**config.mk**
```make
export PLATFORM = sky130hd
export DESIGN_NAME = phti_front
export DESIGN_NICKNAME = d
export VERILOG_FILES = /design/src/hw/rtl/phti_pkg.sv /design/src/hw/rtl/phti_front.sv
export SDC_FILE = /design/constraint.sdc
export NUM_CORES = 1
export LEC_CHECK = 0
export ABC_AREA = 1
export BUFFER_PORTS_ARGS = -buffer_cell sky130_fd_sc_hd__buf_2
export CORE_AREA = 2 2 185 187
export CTS_CLUSTER_DIAMETER = 40
export CTS_CLUSTER_SIZE = 24
export DETAILED_ROUTE_END_ITERATION = 8
export DIE_AREA = 0 0 187 189
export PLACE_DENSITY = 0.37
export SYNTH_ARGS = -nofsm -noshare
export SYNTH_HDL_FRONTEND = slang
export SYNTH_SLANG_ARGS = --single-unit
```
**constraint.sdc**
```tcl
create_clock -name i_clk -period 8.4 [get_ports i_clk]
set_input_delay 1.68 -clock i_clk [delete_from_list [all_inputs] [get_ports i_clk]]
set_output_delay 1.68 -clock i_clk [all_outputs]
set_load 0.01 [all_outputs]
```
**src/hw/rtl/phti_pkg.sv**
```systemverilog
package phti_pkg;

    localparam int unsigned StampW = 48;
    localparam int unsigned PosW   = 32;
    localparam int unsigned YawW   = 16;
    localparam int unsigned LamW   = 16;

    typedef enum logic [1:0] {
        CMD_CLEAR  = 2'd0,
        CMD_APPEND = 2'd1,
        CMD_QUERY  = 2'd2,
        CMD_NONE   = 2'd3
    } t_cmd;

    typedef enum logic [2:0] {
        ST_EMPTY   = 3'd0,
        ST_TOO_NEW = 3'd1,
        ST_TO_NOW  = 3'd2,
        ST_OLDEST  = 3'd3,
        ST_BETWEEN = 3'd4
    } t_status;

    typedef struct packed {
        logic [1:0]               cmd;
        logic [StampW-1:0]        entry_stamp;
        logic signed [PosW-1:0]   entry_x;
        logic signed [PosW-1:0]   entry_y;
        logic signed [YawW-1:0]   entry_yaw;
        logic [StampW-1:0]        query_time;
        logic [StampW-1:0]        now_time;
    } t_in_word;

    typedef struct packed {
        logic signed [PosW-1:0]   pose_x;
        logic signed [PosW-1:0]   pose_y;
        logic signed [YawW-1:0]   pose_yaw;
        logic [2:0]               status;
    } t_out_word;

    // Queue word from the front part: a query, the time pair
    typedef struct packed {
        logic [StampW-1:0]        query_time;
        logic [StampW-1:0]        now_time;
    } t_job;

    typedef struct packed {
        logic [StampW-1:0]        stamp;
        logic signed [PosW-1:0]   x;
        logic signed [PosW-1:0]   y;
        logic signed [YawW-1:0]   yaw;
    } t_entry;

    typedef enum logic [3:0] {
        BK_IDLE,
        BK_READ,
        BK_CHECK,
        BK_PREV,
        BK_PREV_WAIT,
        BK_START,
        BK_DIV,
        BK_MUL,
        BK_SUM,
        BK_OUT
    } t_bk_state;

endpackage

```
**src/hw/rtl/phti_front.sv**
```systemverilog
module phti_front #(
    parameter int unsigned CntW = 9,
    parameter int unsigned Depth = 256,
    parameter int unsigned AddrW = 8
) (
    input  logic                 i_clk,
    input  logic                 i_rst_n,
    input  logic                 i_valid,
    output logic                 o_stall,
    input  phti_pkg::t_in_word   i_data,
    input  logic                 i_back_busy,
    output logic                 o_wr_en,
    output logic [AddrW-1:0]     o_wr_addr,
    output phti_pkg::t_entry     o_wr_data,
    output logic [CntW-1:0]      o_count,
    output logic                 o_job_valid,
    output phti_pkg::t_job       o_job,
    input  logic                 i_job_take
);
    import phti_pkg::*;

    logic [CntW-1:0] r_count;
    logic            r_job_valid;
    t_job            r_job;
    logic            accept;
    t_cmd            cmd;

    assign cmd = t_cmd'(i_data.cmd);
    // Hold history changes while a query is still queued or running
    assign o_stall = r_job_valid || i_back_busy;
    assign accept  = i_valid && !o_stall;

    assign o_wr_en   = accept && (cmd == CMD_APPEND) && (r_count < CntW'(Depth));
    assign o_wr_addr = r_count[AddrW-1:0];
    assign o_wr_data = '{stamp: i_data.entry_stamp, x: i_data.entry_x,
                         y: i_data.entry_y, yaw: i_data.entry_yaw};
    assign o_count     = r_count;
    assign o_job_valid = r_job_valid;
    assign o_job       = r_job;

    always_ff @(posedge i_clk) begin
        if (!i_rst_n) begin
            r_count     <= '0;
            r_job_valid <= 1'b0;
        end else begin
            if (i_job_take) begin
                r_job_valid <= 1'b0;
            end
            if (accept) begin
                unique case (cmd)
                    CMD_CLEAR:  r_count <= '0;
                    CMD_APPEND: if (o_wr_en) begin
                        r_count <= r_count + 1'b1;
                    end
                    CMD_QUERY:  r_job_valid <= 1'b1;
                    default:    ;
                endcase
            end
        end
    end

    always_ff @(posedge i_clk) begin
        if (accept && cmd == CMD_QUERY) begin
            r_job <= '{query_time: i_data.query_time, now_time: i_data.now_time};
        end
    end
endmodule

```
==> impl_metrics.py <==
metrics = {
    "timing": {
        "fin_setup_tns_ns": 0,
        "post-route-period-util": 0.480,
        "grt_setup_unrepaired": "false",
        "period_minus_slack_ns": 4.04,
        "drv_slew": 0,
        "hold_viol": 0,
        "worstMarginPinSlew_ns": 0.897,
        "fmax_mhz": 248,
        "layout_setup_ws_ns": 4.36,
        "setup_viol": 0,
        "relSlewSlack": 0.402,
        "skew_ns": 0.0110,
    },
    "run_status": {
        "status": "finished, final reports clean",
    },
    "global_routing": {
        "grt_first_pass_wirelength_microns": 22600,
        "grt_pass1_vias": 2523,
        "antenna_found_initial": 0,
        "grt_max_degree": 70,
        "grt_usage": 0.0950,
        "overflow": 0,
    },
    "finish": {
        "num_antenna_cells": 0,
        "multi_input_area_sq_um": 308,
        "drive_above_1_share": 0.582,
        "utilization": 0.162,
        "layout.nets": 643,
        "fill_cells": 3701,
        "seq_area_sq_um": 3080,
        "syn2layout_area_growth_pct": 20.9,
    },
    "route": {
        "wl_per_cell_microns": 20.5,
        "drt-pass1-iter-count": 4,
        "vias": 2585,
        "drt.antenna.violating_nets": 0,
        "viasPerCell": 2.99,
        "drtIter0Drc": 101,
        "drc": 0,
        "wirelength_microns": 17700,
    },
    "logic_synthesis": {
        "syn_inst": 317,
        "synth_commonest_cells": "buf_4, edfxtp_1, nand2_1",
        "synth_top_area_frac": 0.645,
        "synth_ff_type": "edfxtp_1",
        "yosysMostFrequentCell": "buf_4",
        "synth_area_per_cell_sq_um": 14.1,
        "ys_ff_latch": 106,
        "synth_seq_area_share": 0.690,
        "synth_top_area_cell": "edfxtp_1",
        "synth_warnings": 0,
        "synth.distinct_cells": 19,
        "synth_edf_count": 96,
        "ys_top_cells_by_area": "edfxtp_1, buf_4, dfxtp_1",
        "syn_area_sq_um": 4470,
        "synthArstFlopShare": 0,
        "mappedNetlistNets": 549,
    },
    "critical_path": {
        "crit_fanout": 6,
        "crit_type": "in -> out",
        "start_kind": "primary input",
        "worst_ep_required_time_ns": 6.72,
        "cp_data_arrival_time_ns": 2.36,
        "crit_path_end_kind": "primary output",
    },
    "floorplan": {
        "die_area_sq_um": 35300,
        "die_w_microns": 187,
        "die_y_microns": 189,
        "start_util": 0.134,
        "ios": 475,
        "core_area_sq_um": 33300,
        "fp-row-count": 67,
    },
    "cts": {
        "cts_tree": "yes",
        "cts_buffers": 9,
        "clock_sinks": 106,
        "post_cts_buffers": 0,
        "clk-insertion-delay-late_ns": 0.36,
        "clk_pin_slew_worst_paths_ns": 0.08,
        "cts_resized": 0,
        "htree_num_levels": 3,
        "cts_root_buf": "clkbuf_16",
        "cts_hold_repair.buffers": 0,
        "cts_buffer_depth": 2,
    },
    "power_and_ir_drop": {
        "p_per_area_nw_per_um2": 200,
        "power_leakage_uw": 0.00217,
        "ir_drop_v": 0.000127,
    },
    "place": {
        "gp_congestion": 0.781,
        "io_buffers": 218,
        "dp_hpwl_microns": 15400,
        "place_ws_ns": 4.35,
    },
    "min_path": {
        "hp-class": "reg -> reg",
    },
    "flow_run": {
        "max-cap-violations": 0,
    },
}
[worst max-delay path, stage by stage]
cell and delay (ns):
buf_2 0.11, nor2_4 0.13, nand2_4 0.11, nor2_4 0.17, buf_2 0.15
[state kept, by name, summed over array words and instances, names as in the netlist]
| name | flops |
|---|---|
| o_job_valid | 1 |
| o_count | 9 |
| o_job | 96 |
[layout make-up]
cell class | instances | area share
timing repair buffer | 219 | 0.203
sequential | 106 | 0.571
multi-input combinational | 60 | 0.0570
tap | 448 | 0.104
clock inverter | 6 | 0.0118
inverter | 15 | 0.0109
clock buffer | 10 | 0.0424
[final timing paths]
kind | start | endpoint | slack [ns] | cells past startpoint
setup / recovery | i_back_busy | o_wr_en | 4.36 | 5
hold / removal | o_job_valid | o_job_valid | 0.53 | 2
setup reg to reg | o_job_valid | o_job[91] | 6.10 | 6
hold reg to reg | o_job_valid | o_job_valid | 0.53 | 2
[kinds of logic (layout without fill, tap and decap cells)]
logic type | count (synthesis) | in the layout | synth area share
adders and majority gates | 1 | 1 | 0.00280
and+or+nand+nor | 49 | 49 | 0.0549
buffers and inverters | 151 | 250 | 0.241
AOI/OAI and AO/OA | 10 | 10 | 0.0112
DFF | 106 | 106 | 0.690
[power breakdown]
part,switching [uW],internal (uW),total [uW]
Sequential,3.85,591,595
Combinational,30.5,27.9,58.4
Clock,195,232,428
Total,230,851,1080
[per-layer routing]
metal	vias to the layer above	share of wire	global-route usage
met3	35	0.23	0.0968
met1	1132	0.21	0.0555
met5	-	0.0024	0.00824
met2	296	0.53	0.180
li1	1120	-	-
met4	2	0.026	0.0360
[cells in the final DEF (no fill, tap or decap)]
cell type	count
nand2_2	1
nand2_4	1
clkinv_2	1
o21ai_1	1
buf_2	218
nand2_1	21
dfxtp_1	10
ha_1	1
nor2_4	2
clkinv_1	1
inv_6	2
buf_4	1
nand4_1	1
inv_4	1
a21oi_1	6
bufinv_16	1
clkinvlp_4	1
clkbuf_1	1
edfxtp_1	96
clkbuf_16	9
nor2_1	10
nor2_8	1
nand3_1	10
nor3b_1	1
inv_1	11
o21ai_0	3
nor3_1	1
inv_2	3
[through the flow]
stage | area [sq um] | hold slack (ns) | instances | power (uW)
2_1_floorplan | 4470 | 0.519 | 317 | 688
3_3_place_gp | 5110 | 0.517 | 848 | 667
3_5_place_dp | 5110 | 0.515 | 848 | 667
4_1_cts | 5400 | 0.526 | 864 | 1100
5_1_grt | 5400 | 0.540 | 864 | 1120
6_report | 5400 | 0.525 | 864 | 1080
(Power assumes the default switching activity.)
